<file path="src/rtl/clt_pkg.sv">
// Shared types and constants for the command line tokenizer.
// Depends on nothing; every file but clt_if imports it.
package clt_pkg;

    localparam int CHAR_W  = 8;
    localparam int KIND_W  = 3;
    localparam int COUNT_W = 8;

    // Result kinds
    localparam logic [KIND_W-1:0] KIND_BYTE   = 3'd0;
    localparam logic [KIND_W-1:0] KIND_END    = 3'd1;
    localparam logic [KIND_W-1:0] KIND_OK     = 3'd2;
    localparam logic [KIND_W-1:0] KIND_UNTERM = 3'd3;
    localparam logic [KIND_W-1:0] KIND_TRAIL  = 3'd4;

    // Special characters
    localparam logic [CHAR_W-1:0] CH_NUL  = 8'h00;
    localparam logic [CHAR_W-1:0] CH_SQ   = 8'h27;
    localparam logic [CHAR_W-1:0] CH_DQ   = 8'h22;
    localparam logic [CHAR_W-1:0] CH_BSL  = 8'h5C;
    localparam logic [CHAR_W-1:0] CH_SP   = 8'h20;
    localparam logic [CHAR_W-1:0] CH_TAB  = 8'h09;
    localparam logic [CHAR_W-1:0] CH_CR   = 8'h0D;
    localparam logic [COUNT_W-1:0] COUNT_MAX = 8'hFF;

    typedef struct packed {
        logic [KIND_W-1:0]  kind;
        logic [CHAR_W-1:0]  char_out;
        logic               first_of_arg;
        logic [COUNT_W-1:0] arg_count;
        logic               last;
    } result_t;

    // One queue entry: the one or two results caused by one input byte.
    typedef struct packed {
        logic    two;
        result_t r0;
        result_t r1;
    } entry_t;

    typedef struct packed {
        logic full;
        logic empty;
    } q_status_t;

endpackage

</file>
<file path="src/rtl/clt_if.sv">
// Valid/ready channel interfaces for the tokenizer: input bytes and results.
// Depends on nothing.
interface clt_char_if;
    logic       valid;
    logic       ready;
    logic [7:0] ch;

    modport source (output valid, output ch, input ready);
    modport sink   (input valid, input ch, output ready);
endinterface

interface clt_token_if;
    logic       valid;
    logic       ready;
    logic [2:0] kind;
    logic [7:0] char_out;
    logic       first_of_arg;
    logic [7:0] arg_count;
    logic       last;

    modport source (output valid, output kind, output char_out, output first_of_arg,
                    output arg_count, output last, input ready);
    modport sink   (input valid, input kind, input char_out, input first_of_arg,
                    input arg_count, input last, output ready);
endinterface

</file>
<file path="src/rtl/clt_front.sv">
// Front end: quote/escape state machine; turns each byte that causes a result into a queue entry.
// Depends on clt_pkg.
module clt_front
    import clt_pkg::*;
(
    input  logic                clk,
    input  logic                rst_n,
    input  logic                take,
    input  logic [CHAR_W-1:0]   ch,
    output logic                push,
    output entry_t              entry
);

    typedef enum logic [2:0] {
        M_NORMAL = 3'd0,
        M_BSLASH = 3'd1,
        M_SQUOTE = 3'd2,
        M_DQUOTE = 3'd3,
        M_DQ_BSL = 3'd4
    } mode_t;

    mode_t              mode_reg, mode_next;
    logic               started_reg, started_next;
    logic [COUNT_W-1:0] args_reg, args_next;
    logic [COUNT_W-1:0] args_inc;
    logic               is_ws;
    logic               has_res;

    assign args_inc = (args_reg == COUNT_MAX) ? COUNT_MAX : args_reg + 1'b1;
    assign is_ws    = (ch >= CH_TAB && ch <= CH_CR) || ch == CH_SP;

    always_comb
    begin
        mode_next    = mode_reg;
        started_next = started_reg;
        args_next    = args_reg;
        has_res      = 1'b0;
        entry        = '0;
        entry.r0.last = 1'b1;
        entry.r1.last = 1'b1;

        case (mode_reg)
            M_BSLASH:
            begin
                has_res = 1'b1;
                if (ch == CH_NUL)
                begin
                    entry.r0.kind = KIND_TRAIL;
                    mode_next     = M_NORMAL;
                    started_next  = 1'b0;
                    args_next     = '0;
                end
                else
                begin
                    entry.r0.kind         = KIND_BYTE;
                    entry.r0.char_out     = ch;
                    entry.r0.first_of_arg = !started_reg;
                    started_next          = 1'b1;
                    mode_next             = M_NORMAL;
                end
            end
            M_SQUOTE:
            begin
                if (ch == CH_NUL)
                begin
                    has_res       = 1'b1;
                    entry.r0.kind = KIND_UNTERM;
                    mode_next     = M_NORMAL;
                    started_next  = 1'b0;
                    args_next     = '0;
                end
                else if (ch == CH_SQ)
                    mode_next = M_NORMAL;
                else
                begin
                    has_res               = 1'b1;
                    entry.r0.kind         = KIND_BYTE;
                    entry.r0.char_out     = ch;
                    entry.r0.first_of_arg = !started_reg;
                    started_next          = 1'b1;
                end
            end
            M_DQUOTE:
            begin
                if (ch == CH_NUL)
                begin
                    has_res       = 1'b1;
                    entry.r0.kind = KIND_UNTERM;
                    mode_next     = M_NORMAL;
                    started_next  = 1'b0;
                    args_next     = '0;
                end
                else if (ch == CH_DQ)
                    mode_next = M_NORMAL;
                else if (ch == CH_BSL)
                    mode_next = M_DQ_BSL;
                else
                begin
                    has_res               = 1'b1;
                    entry.r0.kind         = KIND_BYTE;
                    entry.r0.char_out     = ch;
                    entry.r0.first_of_arg = !started_reg;
                    started_next          = 1'b1;
                end
            end
            M_DQ_BSL:
            begin
                has_res = 1'b1;
                if (ch == CH_NUL)
                begin
                    entry.r0.kind = KIND_UNTERM;
                    mode_next     = M_NORMAL;
                    started_next  = 1'b0;
                    args_next     = '0;
                end
                else
                begin
                    entry.r0.kind         = KIND_BYTE;
                    entry.r0.first_of_arg = !started_reg;
                    started_next          = 1'b1;
                    mode_next             = M_DQUOTE;
                    if (ch != CH_BSL && ch != CH_DQ)
                    begin
                        // escape not recognized: keep the backslash too
                        entry.two         = 1'b1;
                        entry.r0.char_out = CH_BSL;
                        entry.r0.last     = 1'b0;
                        entry.r1.kind     = KIND_BYTE;
                        entry.r1.char_out = ch;
                    end
                    else
                        entry.r0.char_out = ch;
                end
            end
            default:
            begin
                if (ch == CH_NUL)
                begin
                    has_res = 1'b1;
                    if (started_reg)
                    begin
                        entry.two          = 1'b1;
                        entry.r0.kind      = KIND_END;
                        entry.r0.last      = 1'b0;
                        entry.r1.kind      = KIND_OK;
                        entry.r1.arg_count = args_inc;
                    end
                    else
                    begin
                        entry.r0.kind      = KIND_OK;
                        entry.r0.arg_count = args_reg;
                    end
                    mode_next    = M_NORMAL;
                    started_next = 1'b0;
                    args_next    = '0;
                end
                else if (is_ws)
                begin
                    if (started_reg)
                    begin
                        has_res       = 1'b1;
                        entry.r0.kind = KIND_END;
                        started_next  = 1'b0;
                        args_next     = args_inc;
                    end
                end
                else if (ch == CH_SQ)
                    mode_next = M_SQUOTE;
                else if (ch == CH_DQ)
                    mode_next = M_DQUOTE;
                else if (ch == CH_BSL)
                    mode_next = M_BSLASH;
                else
                begin
                    has_res               = 1'b1;
                    entry.r0.kind         = KIND_BYTE;
                    entry.r0.char_out     = ch;
                    entry.r0.first_of_arg = !started_reg;
                    started_next          = 1'b1;
                end
            end
        endcase
    end

    assign push = take && has_res;

    always_ff @(posedge clk or negedge rst_n)
    begin
        if (!rst_n)
        begin
            mode_reg    <= M_NORMAL;
            started_reg <= 1'b0;
            args_reg    <= '0;
        end
        else if (take)
        begin
            mode_reg    <= mode_next;
            started_reg <= started_next;
            args_reg    <= args_next;
        end
    end

endmodule

</file>
<file path="src/rtl/clt_queue.sv">
// Small flop-based FIFO of result entries between front and back ends.
// Depends on clt_pkg.
module clt_queue
    import clt_pkg::*;
#(
    parameter int DEPTH = 4
)
(
    input  logic      clk,
    input  logic      rst_n,
    input  logic      push,
    input  entry_t    push_data,
    input  logic      pop,
    output entry_t    head,
    output q_status_t status
);

    localparam int PTR_W = (DEPTH > 1) ? $clog2(DEPTH) : 1;
    localparam int CNT_W = $clog2(DEPTH + 1);
    localparam logic [PTR_W-1:0] PTR_LAST = PTR_W'(DEPTH - 1);
    localparam logic [CNT_W-1:0] CNT_FULL = CNT_W'(DEPTH);

    entry_t            mem_reg [DEPTH];
    logic [PTR_W-1:0]  wr_ptr_reg, wr_ptr_next;
    logic [PTR_W-1:0]  rd_ptr_reg, rd_ptr_next;
    logic [CNT_W-1:0]  count_reg, count_next;
    logic              do_push, do_pop;

    assign status.full  = (count_reg == CNT_FULL);
    assign status.empty = (count_reg == '0);
    assign do_push      = push && !status.full;
    assign do_pop       = pop && !status.empty;
    assign head         = mem_reg[rd_ptr_reg];

    always_comb
    begin
        wr_ptr_next = wr_ptr_reg;
        rd_ptr_next = rd_ptr_reg;
        count_next  = count_reg;
        if (do_push)
            wr_ptr_next = (wr_ptr_reg == PTR_LAST) ? '0 : wr_ptr_reg + 1'b1;
        if (do_pop)
            rd_ptr_next = (rd_ptr_reg == PTR_LAST) ? '0 : rd_ptr_reg + 1'b1;
        if (do_push && !do_pop)
            count_next = count_reg + 1'b1;
        else if (do_pop && !do_push)
            count_next = count_reg - 1'b1;
    end

    always_ff @(posedge clk or negedge rst_n)
    begin
        if (!rst_n)
        begin
            wr_ptr_reg <= '0;
            rd_ptr_reg <= '0;
            count_reg  <= '0;
        end
        else
        begin
            wr_ptr_reg <= wr_ptr_next;
            rd_ptr_reg <= rd_ptr_next;
            count_reg  <= count_next;
        end
    end

    always_ff @(posedge clk)
    begin
        if (do_push)
            mem_reg[wr_ptr_reg] <= push_data;
    end

endmodule

</file>
<file path="src/rtl/clt_back.sv">
// Back end: unpacks queue entries into single results on a registered output.
// Depends on clt_pkg.
module clt_back
    import clt_pkg::*;
(
    input  logic      clk,
    input  logic      rst_n,
    input  entry_t    head,
    input  q_status_t status,
    output logic      pop,
    input  logic      out_ready,
    output logic      out_valid,
    output result_t   out_res
);

    logic    out_valid_reg;
    logic    hold_valid_reg;
    result_t out_reg;
    result_t hold_reg;
    logic    load;

    // Output register may refill whenever it is empty or being drained.
    assign load      = !out_valid_reg || out_ready;
    assign pop       = load && !hold_valid_reg && !status.empty;
    assign out_valid = out_valid_reg;
    assign out_res   = out_reg;

    always_ff @(posedge clk or negedge rst_n)
    begin
        if (!rst_n)
        begin
            out_valid_reg  <= 1'b0;
            hold_valid_reg <= 1'b0;
        end
        else if (load)
        begin
            if (hold_valid_reg)
            begin
                out_valid_reg  <= 1'b1;
                hold_valid_reg <= 1'b0;
            end
            else if (!status.empty)
            begin
                out_valid_reg  <= 1'b1;
                hold_valid_reg <= head.two;
            end
            else
                out_valid_reg <= 1'b0;
        end
    end

    always_ff @(posedge clk)
    begin
        if (load)
        begin
            if (hold_valid_reg)
                out_reg <= hold_reg;
            else if (!status.empty)
            begin
                out_reg  <= head.r0;
                hold_reg <= head.r1;
            end
        end
    end

endmodule

</file>
<file path="src/rtl/command_line_tokenizer_core.sv">
// Command line tokenizer: splits a NUL-terminated byte stream into arguments.
// Channel chars carries one line byte per request; byte 0 ends the line.
// Channel tokens carries results: argument bytes (first_of_arg marks the
// start of an argument), argument ends, and one line status per line:
// line ok with arg_count, unterminated quote, or trailing backslash.
// last is set on the final result caused by an input byte.
// Throughput: one input byte per cycle while the queue is not full and one
// result per cycle while tokens is ready. A byte that causes two results
// (unrecognized escape in double quotes, end of line with an open
// argument) occupies the output for both; the queue soaks that up. Bytes
// that cause no result (quotes, escapes, repeated spaces) are taken at the
// input and give nothing at the output. The front writes each result into
// the queue, and the back then loads it into the output register.
// Reset clears the quote/escape mode, argument state and queue; the output
// goes invalid. When tokens stalls, the queue fills and chars.ready drops
// once QUEUE_DEPTH entries wait; nothing is lost or reordered.
// Depends on clt_pkg, clt_if, clt_front, clt_queue, clt_back.
module command_line_tokenizer_core
    import clt_pkg::*;
#(
    parameter int QUEUE_DEPTH = 4
)
(
    input  logic         clk,
    input  logic         rst_n,
    clt_char_if.sink     chars,
    clt_token_if.source  tokens
);

    entry_t    fe_entry;
    entry_t    q_head;
    q_status_t q_status;
    logic      fe_push;
    logic      be_pop;
    logic      take;
    result_t   res;

    // Front end stalls only when the queue is full.
    assign chars.ready = !q_status.full;
    assign take        = chars.valid && chars.ready;

    clt_front u_front
    (
        .clk   (clk),
        .rst_n (rst_n),
        .take  (take),
        .ch    (chars.ch),
        .push  (fe_push),
        .entry (fe_entry)
    );

    clt_queue #(
        .DEPTH (QUEUE_DEPTH)
    ) u_queue
    (
        .clk       (clk),
        .rst_n     (rst_n),
        .push      (fe_push),
        .push_data (fe_entry),
        .pop       (be_pop),
        .head      (q_head),
        .status    (q_status)
    );

    clt_back u_back
    (
        .clk       (clk),
        .rst_n     (rst_n),
        .head      (q_head),
        .status    (q_status),
        .pop       (be_pop),
        .out_ready (tokens.ready),
        .out_valid (tokens.valid),
        .out_res   (res)
    );

    assign tokens.kind         = res.kind;
    assign tokens.char_out     = res.char_out;
    assign tokens.first_of_arg = res.first_of_arg;
    assign tokens.arg_count    = res.arg_count;
    assign tokens.last         = res.last;

endmodule
</file>
<file path="src/flat_wrapper.sv">
// flat-port wrapper written by rule: the top's interface ports become plain ports
module command_line_tokenizer_core_flat import clt_pkg::*;
#(
    parameter int QUEUE_DEPTH = 4
)
  (clk, rst_n, chars_valid, chars_ch, chars_ready, tokens_valid, tokens_kind, tokens_char_out, tokens_first_of_arg, tokens_arg_count, tokens_last, tokens_ready);
  clt_char_if chars_i ();
  clt_token_if tokens_i ();
  input  logic clk;
  input  logic rst_n;
  input wire logic [$bits(chars_i.valid)-1:0] chars_valid;
  input wire logic [$bits(chars_i.ch)-1:0] chars_ch;
  output wire logic [$bits(chars_i.ready)-1:0] chars_ready;
  output wire logic [$bits(tokens_i.valid)-1:0] tokens_valid;
  output wire logic [$bits(tokens_i.kind)-1:0] tokens_kind;
  output wire logic [$bits(tokens_i.char_out)-1:0] tokens_char_out;
  output wire logic [$bits(tokens_i.first_of_arg)-1:0] tokens_first_of_arg;
  output wire logic [$bits(tokens_i.arg_count)-1:0] tokens_arg_count;
  output wire logic [$bits(tokens_i.last)-1:0] tokens_last;
  input wire logic [$bits(tokens_i.ready)-1:0] tokens_ready;
  assign chars_i.valid = chars_valid;
  assign chars_i.ch = chars_ch;
  assign chars_ready = chars_i.ready;
  assign tokens_valid = tokens_i.valid;
  assign tokens_kind = tokens_i.kind;
  assign tokens_char_out = tokens_i.char_out;
  assign tokens_first_of_arg = tokens_i.first_of_arg;
  assign tokens_arg_count = tokens_i.arg_count;
  assign tokens_last = tokens_i.last;
  assign tokens_i.ready = tokens_ready;
  command_line_tokenizer_core #(.QUEUE_DEPTH(QUEUE_DEPTH)) u_core (.clk(clk), .rst_n(rst_n), .chars(chars_i), .tokens(tokens_i));
endmodule
</file>
<file path="config.mk">
export PLATFORM = sky130hd
export DESIGN_NAME = command_line_tokenizer_core_flat
export DESIGN_NICKNAME = d
export VERILOG_FILES = /design/src/rtl/clt_pkg.sv /design/src/rtl/clt_if.sv /design/src/rtl/clt_front.sv /design/src/rtl/clt_queue.sv /design/src/rtl/clt_back.sv /design/src/rtl/command_line_tokenizer_core.sv /design/src/flat_wrapper.sv
export SDC_FILE = /design/constraint.sdc
export NUM_CORES = 1
export LEC_CHECK = 0
export BUFFER_PORTS_ARGS = -buffer_cell sky130_fd_sc_hd__clkbuf_2
export CAP_MARGIN = 20
export CELL_PAD_IN_SITES_DETAIL_PLACEMENT = 0
export CELL_PAD_IN_SITES_GLOBAL_PLACEMENT = 1
export CORE_MARGIN = 2
export CORE_UTILIZATION = 48
export DETAILED_ROUTE_END_ITERATION = 10
export HOLD_SLACK_MARGIN = 0.02
export PLACE_DENSITY_LB_ADDON = 0.1
export SYNTH_ARGS = -nofsm -noshare
export SYNTH_HDL_FRONTEND = slang
export SYNTH_SLANG_ARGS = --single-unit
export TNS_END_PERCENT = 1
</file>
<file path="constraint.sdc">
create_clock -name clk -period 3.2 [get_ports clk]
set_input_delay 0.32 -clock clk [delete_from_list [all_inputs] [get_ports clk]]
set_output_delay 0.32 -clock clk [all_outputs]
set_load 0.01 [all_outputs]
</file>
==> results of run 1 <==
-- stage by stage --
step / instance area, µm² / total power [W] / hold slack [ns] / util (%) / std cells
6_report: 10400 / 0.00918 / 0.0662 / 55.8 / 830
5_1_grt: 10400 / 0.00967 / 0.0840 / 55.8 / 830
4_1_cts: 10400 / 0.00932 / 0.0387 / 55.8 / 830
3_5_place_dp: 9670 / 0.00678 / 0.356 / 51.9 / 788
3_3_place_gp: 9670 / 0.00672 / 0.354 / 51.9 / 788
2_1_floorplan: 9090 / 0.00587 / 0.0244 / - / 530
-- cells by family (layout without fill, tap and decap cells) --
kind of cell | after synthesis | count (layout) | synth area share (%)
AND/OR/NAND/NOR | 135 | 135 | 8.56
multiplexers | 67 | 67 | 13.2
adder cells (fa/ha/maj) | 8 | 8 | 1.18
buffers and inverters | 36 | 102 | 1.73
XOR/XNOR | 8 | 8 | 0.771
AO/OA/AOI/OAI | 61 | 61 | 4.68
flip-flops | 215 | 215 | 69.9
-- path summary, 6_finish.rpt --
check / to / slack, ns / depth (start not counted)
max reg2reg: u_core.u_queue.count_reg[2] / 0.35 / 11
max: u_core.u_queue.count_reg[2] / 0.35 / 11
max in group asynchronous: u_core.u_queue.rd_ptr_reg[0] / 2.41 / 2
min reg2reg: u_core.u_queue.count_reg[2] / 0.51 / 1
min in group asynchronous: u_core.u_front.mode_reg[2] / 0.37 / 2
min: u_core.u_front.started_reg / 0.07 / 2
-- what timing repair did --
item,4_1_cts,5_1_grt
setup endpoints to repair,0,0
hold buffers,1,0
gates resized for setup,0,0
hold endpoints to repair,21,0
-- per-layer routing --
layer  part of all wire (%)  wire [µm]
met1                     47       8590
met2                     46       8450
met3                    4.9        885
met4                    1.6        289
met5                      0          0
-- cell usage after synthesis, drive strengths merged, types with 3 or more instances --
library cell,n,area share (%)
nor2,22,0.96
ha,7,0.96
and3,8,0.55
or2,4,0.28
nor4,3,0.21
mux2i,3,0.33
edfxtp,194,64
a32o,3,0.33
and2,17,1.2
nor2b,11,0.76
dfrtp,21,5.8
xor2,3,0.29
a21oi,22,1.3
o21ai,9,0.50
a31oi,6,0.41
o211ai,3,0.30
mux4,39,9.7
inv,7,0.29
nand4b,3,0.29
nand3b,4,0.33
buf,12,0.74
a211oi,4,0.39
nand2b,11,0.76
nand2,19,0.78
mux2,25,3.2
nand3,12,0.66
nor3,10,0.66
xnor2,5,0.48
clkbuf,17,0.70
-- power groups by stage --
stage | sequential, W | combinational [W] | clock, W
after floorplan | 0.00424 | 0.00164 | 0
after global placement | 0.00424 | 0.00247 | 0
after detailed placement | 0.00429 | 0.00249 | 0
after CTS | 0.00423 | 0.00250 | 0.00259
after global routing | 0.00429 | 0.00268 | 0.00270
final | 0.00422 | 0.00244 | 0.00253
-- final cells by class --
| type | instances | area, µm² | share of cell area (%) |
|---|---|---|---|
| clock buffers | 31 | 646 | 6.20 |
| clock inverters | 10 | 85.1 | 0.817 |
| inverters | 7 | 26.3 | 0.252 |
| multi-input cells | 279 | 2600 | 25.0 |
| flip-flops and latches | 215 | 6350 | 61.0 |
| well taps | 234 | 293 | 2.81 |
| repair buffers | 54 | 410 | 3.94 |
-- cell usage in the layout, fill, tap and decap left out, types with 12 or more instances in the layout --
cell type	instances
mux4_2	39
clkbuf_2	34
and2_1	12
mux2_2	23
a21oi_1	21
dfrtp_1	20
buf_4	12
nand3_1	12
nand2_1	19
edfxtp_1	194
nor2_1	19
clkbuf_16	23
==> run metrics, run 1 <==
status=completed; number of max-cap violations=0; DRT iter0 DRCs=321; Die Ht=142 µm; CTS tree=done; clock latency on the worst-skew pair=0.50 ns; Leakage=3.59 nW; Critical Path Source=u_core.u_front.mode_reg[2]; syn_area_per_cell=17.1 µm²; Worst EP arrival=3.27 ns; Clock Tree Buf Depth=3; worst-path fanout max=11; Post-Route WL=18200 µm; start point of the worst hold path=chars_valid; busiest layer in global routing=met2; first-pass GRT wire length=29100 µm; CP Launch Type=flip-flop; vias per inst=5.81; met1 Use GR=29.1%; CP Cell Sequence=nand2b_1, or2_2, nor2_1, a2111oi_2, a21oi_2, ha_1, inv_1, fa_1, xor2_1, nor2_1, xor2_1; GR Util met2=29.5%; Setup TNS Final=0 ns; core area=18600 µm²; Worst-Margin Slew=0.850 ns; minimum clock period=2.85 ns; Yosys Warn Count=0; Mapped Area=9090 µm²; Finish-stage setup viols=0; Comb pwr share=26.5%; number of flip-flops under the largest register name=156; Post-CTS Setup Bufs=0; fin nets=600; Slew Viols, Final=0; Routed WL per cell=22.0 µm; RePlAce Congestion=0.890; Post-synth ARST share=9.77%; drt drc=0; FF-to-FF Start=u_core.u_front.mode_reg[2]; worst hold path type=in -> reg; CP endpoint kind=flip-flop; vias in the first global route=5059; final worst-path cycle share=89.0%; Largest stage delay, worst path=0.49 ns; CP bufs+invs=1; Num CTS Buffers=23; antenna violations before repair=0; Sw Ratio=28.0%; synth-to-layout area growth=14.6%; clk_skew=0.0115 ns; Die W=142 µm; RSZ-0062 raised after global routing=no; die footprint=20000 µm²; number of synthesized flops with an enable pin=194; Placement Setup Slack=0.209 ns; PwrDens=882 nW/µm²; met3 GRT Util=2.94%; drt first pass iters=4; root buffer cell=clkbuf_16; Clk pwr share=27.5%; Top delay family on crit path=simple AND/OR/NAND/NOR gates; final setup margin=0.353 ns; IO Pins=35; Pint=0.00662 W; clk sinks=215; share of cells above drive strength 1=30.2%; CTS clk-pin slew, worst paths=0.06 ns; Final Hold Viols=0; Site Rows=50; Distinct cells, synth=64; relative slew slack=43.3%; CP required=3.63 ns; WS Path Type=reg -> reg; initial core utilization=48.7%; GRT Util Overall=19.2%; largest net degree at the start of global routing=40; sequential share of power=46.0%; Detail Route Antenna Nets=0; Yosys reg bits=215; NetSw=0.00257 W; Slowest-stage cell, CP=dfrtp_1; Final HPWL DP=11300 µm; Port Buffers=34; Worst VDD drop=0.468 mV; Congestion Overflow GR=0; Post-synth top flop=edfxtp_1; ANT cells=0; Seq/Total Area, Yosys=69.9%; DR vias=4824; syn_nets=550; fmax=351 MHz; H-tree depth=1; Fillers=1477; cell count after synthesis=530
No activity file was read; power rests on OpenSTA's default activity.
==> inputs of run 2 (changes only) <==
--- a/config.mk
+++ b/config.mk
@@ -5,12 +5,13 @@
 export SDC_FILE = /design/constraint.sdc
 export NUM_CORES = 1
 export LEC_CHECK = 0
+export ABC_AREA = 1
 export BUFFER_PORTS_ARGS = -buffer_cell sky130_fd_sc_hd__clkbuf_2
 export CAP_MARGIN = 20
 export CELL_PAD_IN_SITES_DETAIL_PLACEMENT = 0
 export CELL_PAD_IN_SITES_GLOBAL_PLACEMENT = 1
 export CORE_MARGIN = 2
-export CORE_UTILIZATION = 48
+export CORE_UTILIZATION = 45
 export DETAILED_ROUTE_END_ITERATION = 10
 export HOLD_SLACK_MARGIN = 0.02
 export PLACE_DENSITY_LB_ADDON = 0.1
==> run 2 against run 1 <==
Non-clock buffer count fell by 4. Wire length is 15% higher. Register-to-register slack improved by 0.16 ns. Sequential power grew 0.9%. Critical path depth is 4 higher. Utilization is 3.1 points lower. Via count grew 24%. Global-route usage increased by 0.58 points. Synthesized cell count is 50% higher. Sequential share of layout area rose by 0.31 points. Cell area is 0.51% lower.
==> run metrics, run 2 <==
status=completed; worst-path fanout max=10 (-1); worst setup path endpoint=u_core.u_queue.count_reg[2]; CP endpoint kind=flip-flop; CTS clk-pin slew, worst paths=0.06 ns (about the same); clk_skew=0.00608 ns (-0.00546 ns); busiest layer in global routing=met2; Post-synth ARST share=9.77% (unchanged); vias in the first global route=5855 (+16%); drt first pass iters=5 (+1); CP required=3.58 ns (-0.05 ns); Final HPWL DP=12700 µm (+12%); Num CTS Buffers=23 (unchanged); Pint=0.00627 W (-5.2%); r2r endpoint=u_core.u_queue.count_reg[2]; Critical Path Source=u_core.u_front.mode_reg[1]; Clock Tree Buf Depth=3 (unchanged); Largest stage delay, worst path=0.38 ns (-0.11 ns); Seq/Total Area, Yosys=70.0% (+0.12 points); minimum clock period=2.68 ns (-0.162 ns); final worst-path cycle share=83.9% (-5.1 points); met1 Use GR=29.6% (+0.53 points); number of synthesized flops with an enable pin=194 (unchanged); fmax=373 MHz (+6.0%); fin nets=858 (+43%); antenna violations before repair=0 (unchanged); Leakage=3.83 nW (+6.4%); drt drc=0 (unchanged); Final Hold Viols=0 (unchanged); GRT Util Overall=19.8% (+0.58 points); WS Path Type=reg -> reg; Yosys reg bits=215 (unchanged); CTS tree=done; Worst VDD drop=0.431 mV (-8.0%); Post-synth top flop=edfxtp_1; FF-to-FF Start=u_core.u_front.mode_reg[1]; Port Buffers=34 (unchanged); DR vias=5979 (+24%); die footprint=21300 µm² (+6.3%); top cells by area, synth=edfxtp_1 64%, nor2_1 7.9%, dfrtp_1 5.8%, o21ai_0 5.5%, nand2_1 3.4%; Clk pwr share=25.3% (-2.2 points); Sw Ratio=33.6% (+5.6 points); relative slew slack=40.6% (-2.7 points); sequential share of power=45.2% (-0.8 points); Worst EP arrival=3.06 ns (-0.21 ns); Distinct cells, synth=39 (-39%); worst hold path type=in -> reg; Congestion Overflow GR=0 (unchanged); CP Launch Type=flip-flop; Comb pwr share=29.5% (+3.0 points); Routed WL per cell=18.7 µm (-15%); DRT iter0 DRCs=468 (+46%); count leader, synth=edfxtp_1; RSZ-0062 raised after global routing=no; Post-Route WL=20900 µm (+15%); number of max-cap violations=0 (unchanged); largest net degree at the start of global routing=81 (+100%); Die W=146 µm (+3.1%); syn_nets=813 (+48%); dpl cells=1076 (+37%); commonest cells after routing, fill and taps aside=194 x edfxtp_1, 186 x nor2_1, 99 x o21ai_0; Die Ht=146 µm (+3.1%); Finished Layout Cells=1117 (+35%); GR Util met2=31.0% (+1.4 points); Site Rows=51 (+2.0%); CP Cell Sequence=inv_1, nand3_2, nand2_2, nor2_1, nand2_1, nor2_1, nand2_2, nand2_2, inv_1, ha_1, inv_1, fa_1, a21oi_1, o21ai_0, xnor2_1; synth-to-layout area growth=14.2%; number of flip-flops under the largest register name=156 (unchanged); ANT cells=0 (unchanged); first-pass GRT wire length=32800 µm (+13%); met3 GRT Util=2.57% (-0.37 points); cell accounting for the most synthesized area=edfxtp_1; Setup TNS Final=0 ns (unchanged); Finish-stage setup viols=0 (unchanged); initial core utilization=46.2% (-2.6 points); Post-synth top cells=194 x edfxtp_1, 190 x nor2_1, 99 x o21ai_0, 83 x nand2_1, 49 x inv_1; Mapped Area=9070 µm² (-0.17%); share of the synthesized area in the top cell type=64.2% (+0.11 points); clk sinks=215 (unchanged); Fillers=1735 (+17%); clock latency on the worst-skew pair=0.50 ns (about the same); root buffer cell=clkbuf_16; Worst-Margin Slew=0.891 ns (+0.0405 ns); R2R Setup Slk=0.52 ns (+0.16 ns); PwrDens=911 nW/µm² (+3.3%); RePlAce Congestion=0.852 (-4.3%); NetSw=0.00317 W (+23%); R2R depth=15 (+4); cell count after synthesis=793 (+50%); Post-CTS Setup Bufs=0 (unchanged); most common cell after layout, fill and taps aside=edfxtp_1; IO Pins=35 (unchanged); H-tree depth=1 (unchanged); syn_area_per_cell=11.4 µm² (-33%); vias per inst=5.35 (-7.9%); Yosys Warn Count=0 (unchanged); Detail Route Antenna Nets=0 (unchanged); share of cells above drive strength 1=12.9% (-17 points); core area=19700 µm² (+5.4%); Worst Hold Slack=0.157 ns (+0.0909 ns); Slew Viols, Final=0 (unchanged); Slowest-stage cell, CP=dfrtp_1
run 2: changes by cell type in the layout (fill, tap and decap cells not counted), sizes merged, moves of 12 or more:
cell,previous run,this run
nor2,22,195
o21ai,9,110
nand2,19,93
inv,9,53
mux4,39,0
mux2,25,1
o22ai,0,18
and2,17,0
a31oi,6,18
run 2: cells by family after synthesis:
group | after synthesis | share of synthesized area (%)
simple gates | 321 | 15.0
flops | 215 | 70.0
compound gates | 161 | 9.63
buf+inv | 83 | 3.67
fa+ha+maj | 8 | 1.19
xor+xnor | 4 | 0.386
mux | 1 | 0.124
run 2: final cells by class:
| cell class | count | area [µm²] | area share (%) |
|---|---|---|---|
| Sequential cell | 215 | 6350 | 61.3 |
| Tap cell | 265 | 332 | 3.20 |
| Clock buffer | 33 | 643 | 6.21 |
| Clock inverter | 6 | 35.0 | 0.338 |
| Timing Repair Buffer | 50 | 375 | 3.62 |
| Inverter | 53 | 201 | 1.94 |
| Multi-Input combinational cell | 495 | 2420 | 23.4 |
run 2: routing by layer:
metal / up-vias / wire, µm
met5: - / 0
met4: 0 / 349
met3: 22 / 1000
met2: 135 / 9590
met1: 2965 / 9940
li1: 2857 / -
run 2: critical path: cells and delay by family, from the launching register on:
kind | cells | cell delay [ns]
buf+inv | 3 | 0.31
fa+ha+maj | 2 | 0.53
compound gates | 2 | 0.25
xor+xnor | 1 | 0.14
simple gates | 7 | 0.94
flops | 1 | 0.38
run 2: worst min-delay path by stage:
stage	cells past startpoint	slack (ns)	end	from
after detailed placement	1	0.34	u_core.u_front.args_reg[1]	rst_n
after global routing	4	0.19	u_core.u_back.hold_valid_reg	tokens_ready
after CTS	4	0.15	u_core.u_back.hold_valid_reg	tokens_ready
after global placement	1	0.34	u_core.u_front.args_reg[1]	rst_n
after floorplan	0	0.02	u_core.u_back.hold_valid_reg	rst_n
final	4	0.16	u_core.u_back.hold_valid_reg	tokens_ready
run 2: power by group through the flow:
stage	combinational [W]	sequential, W	clock [W]
detailed placement	0.00280	0.00432	0
finish	0.00278	0.00426	0.00239
global route	0.00315	0.00432	0.00258
CTS	0.00280	0.00427	0.00244
global placement	0.00274	0.00430	0
floorplan	0.00171	0.00432	0
run 2: stage by stage:
step	instance area (µm²)	power [W]	utilization, %	setup slack [ns]
floorplan	9070	0.00604	-	-0.154
global placement	9640	0.00704	49.1	0.435
detailed placement	9640	0.00712	49.1	0.375
CTS	10300	0.00952	52.6	0.539
global route	10400	0.0101	52.7	0.261
finish	10400	0.00944	52.7	0.515
run 2: timing repair:
| item | CTS | global route |
|---|---|---|
| hold buffers | 1 | 0 |
| hold endpoints to repair | 21 | 0 |
| gates resized for setup | 0 | 0 |
==> inputs of run 3 (changes only) <==
--- a/config.mk
+++ b/config.mk
@@ -5,13 +5,13 @@
 export SDC_FILE = /design/constraint.sdc
 export NUM_CORES = 1
 export LEC_CHECK = 0
-export ABC_AREA = 1
+export ABC_AREA = 0
 export BUFFER_PORTS_ARGS = -buffer_cell sky130_fd_sc_hd__clkbuf_2
 export CAP_MARGIN = 20
 export CELL_PAD_IN_SITES_DETAIL_PLACEMENT = 0
 export CELL_PAD_IN_SITES_GLOBAL_PLACEMENT = 1
 export CORE_MARGIN = 2
-export CORE_UTILIZATION = 45
+export CORE_UTILIZATION = 50
 export DETAILED_ROUTE_END_ITERATION = 10
 export HOLD_SLACK_MARGIN = 0.02
 export PLACE_DENSITY_LB_ADDON = 0.1
==> constraint.sdc (replaced) <==
create_clock -name clk -period 2.5 [get_ports clk]
set_input_delay 0.25 -clock clk [delete_from_list [all_inputs] [get_ports clk]]
set_output_delay 0.25 -clock clk [all_outputs]
set_load 0.01 [all_outputs]
==> run 3 against run 2 <==
Register-to-register slack worse by 0.36 ns. Worst hold slack better by 0.037 ns. Global-route usage is 0.075 points higher. Cell area is 4.2% higher. Flip-flop and latch count stayed put. Combinational power is 22% higher. Critical endpoint is now u_core.u_queue.mem_reg[3][31].
==> run metrics, run 3 (synthesized netlist as in run 1, its figures left out) <==
status=completed; core area=17900 µm² (-8.9%); RSZ-0062 raised after global routing=yes; Leakage=3.81 nW (-0.39%); Slowest-stage cell, CP=xnor2_1; number of max-cap violations=0 (unchanged); worst-path fanout max=8 (-2); synth-to-layout area growth=18.8%; Worst EP arrival=2.56 ns (-0.50 ns); PwrDens=1100 nW/µm² (+21%); worst hold path type=in -> reg; Final Cell Area=10800 µm² (+4.2%); Critical Path Source=u_core.u_front.mode_reg[0]; IO Pins=35 (unchanged); largest net degree at the start of global routing=24 (-70%); DR vias=5078 (-15%); ANT cells=0 (unchanged); GRT Util Overall=19.9% (+0.075 points); first-pass GRT wire length=29700 µm (-9.5%); Final Hold Viols=0 (unchanged); H-tree depth=1 (unchanged); Detail Route Antenna Nets=0 (unchanged); Site Rows=49 (-3.9%); FF-to-FF Start=u_core.u_front.mode_reg[0]; share of cells above drive strength 1=34.3% (+21 points); number of flip-flops under the largest register name=156 (unchanged); Fillers=1357 (-22%); Port Buffers=34 (unchanged); minimum clock period=2.35 ns (-0.337 ns); drt first pass iters=5 (unchanged); vias per inst=5.82 (+8.7%); Placement Setup Slack=-0.219 ns (-0.594 ns); power after layout=0.0119 W (+26%); CTS clk-pin slew, worst paths=0.06 ns (about the same); Slew Viols, Final=0 (unchanged); antenna violations before repair=0 (unchanged); clk_skew=0.00569 ns (-0.000395 ns); CP required=2.71 ns (-0.87 ns); Congestion Overflow GR=0 (unchanged); DRT iter0 DRCs=360 (-23%); vias in the first global route=5295 (-9.6%); Worst-Margin Slew=0.775 ns (-0.116 ns); Finish-stage setup viols=0 (unchanged); final worst-path cycle share=93.9% (+10 points); CTS tree=done; start point of the worst hold path=tokens_ready; Placed Instance Area=10100 µm² (+4.3%); fin nets=647 (-25%); Num CTS Buffers=23 (unchanged); Worst Hold Slack=0.194 ns (+0.0368 ns); CP bufs+invs=1 (-2); Top delay family on crit path=compound AO/OA/AOI/OAI gates; commonest cells after routing, fill and taps aside=194 x edfxtp_1, 55 x buf_4, 39 x mux4_2; WS Path Type=reg -> reg; Die W=139 µm (-4.9%); final setup margin=0.153 ns (-0.363 ns); CP Cell Sequence=buf_4, nor2_1, xnor2_1, a211oi_1, o32a_1; CP Launch Type=flip-flop; root buffer cell=clkbuf_16; Worst VDD drop=0.534 mV (+24%); fmax=426 MHz (+14%); Final HPWL DP=12500 µm (-1.7%); clock latency on the worst-skew pair=0.50 ns (about the same); Setup TNS Final=0 ns (unchanged); clk sinks=215 (unchanged); CP endpoint kind=flip-flop; Clock Tree Buf Depth=3 (unchanged); drt drc=0 (unchanged); RePlAce Congestion=0.849 (-0.31%); Largest stage delay, worst path=0.64 ns (+0.26 ns); Die Ht=139 µm (-4.9%); Post-Route WL=18700 µm (-11%); die footprint=19300 µm² (-9.6%); relative slew slack=48.0% (+7.4 points); most common cell after layout, fill and taps aside=edfxtp_1; initial core utilization=50.8% (+4.6 points); Routed WL per cell=21.4 µm (+14%)
-- run 3: cell count changes in the layout (fill, tap and decap cells not counted), moves of 18 or more --
cell | previous run | this run
nand2_1 | 83 | 19
inv_1 | 48 | 7
mux2_2 | 1 | 23
o21ai_0 | 99 | 8
buf_4 | 9 | 55
mux4_2 | 0 | 39
o22ai_1 | 18 | 0
nor2_1 | 186 | 18
-- run 3: worst paths after layout --
path	slack, ns	cells past startpoint	to
max in group asynchronous	1.75	2	u_core.u_queue.rd_ptr_reg[0]
worst max-delay path	0.15	5	u_core.u_queue.mem_reg[3][31]
min in group asynchronous	0.32	2	u_core.u_back.hold_valid_reg
worst max register to register	0.15	5	u_core.u_queue.mem_reg[3][31]
worst min register to register	0.53	1	u_core.u_queue.count_reg[2]
worst min-delay path	0.19	3	u_core.u_back.out_valid
-- run 3: metal layers --
layer	vias up	GRT usage, %	wire length [µm]
li1	2293	-	-
met1	2650	29.9	8860
met2	115	31.8	8790
met3	20	2.24	723
met4	0	4.63	277
met5	-	0	0
-- run 3: timing repair --
action | CTS | global route
gates resized for setup | 0 | 2
setup endpoints to repair | 0 | 2
endpoints found under the hold margin | 22 | 0
hold buffers | 2 | 0
buffers inserted | 0 | 0
-- run 3: stage by stage --
stage,utilization (%),cells
global placement,56.2,829
finish,60.3,873
floorplan,-,530
detailed placement,56.2,829
global route,60.3,873
CTS,60.3,873
-- run 3: power by group --
group,internal (W),switching (W),leakage (nW)
clock,0.00189,0.00130,0.348
combinational,0.00165,0.00174,1.37
sequential,0.00505,0.000279,2.09
total,0.00859,0.00331,3.81
-- run 3: final cells by class --
cell class                      instances  area, µm²  share of cell area, %
Clock buffer                           26        587                   5.44
Inverter                                7       26.3                  0.243
Tap cell                              229        287                   2.65
Timing Repair Buffer                  101        803                   7.44
Sequential cell                       215       6350                   58.8
Clock inverter                         16        125                   1.16
Multi-Input combinational cell        279       2620                   24.2
-- run 3: worst register-to-register path: cells and delay by family, from the launching register on --
family | cells | cell delay (ns)
compound gates | 2 | 0.65
xor+xnor | 1 | 0.64
flops | 1 | 0.48
buf+inv | 1 | 0.19
simple gates | 1 | 0.10
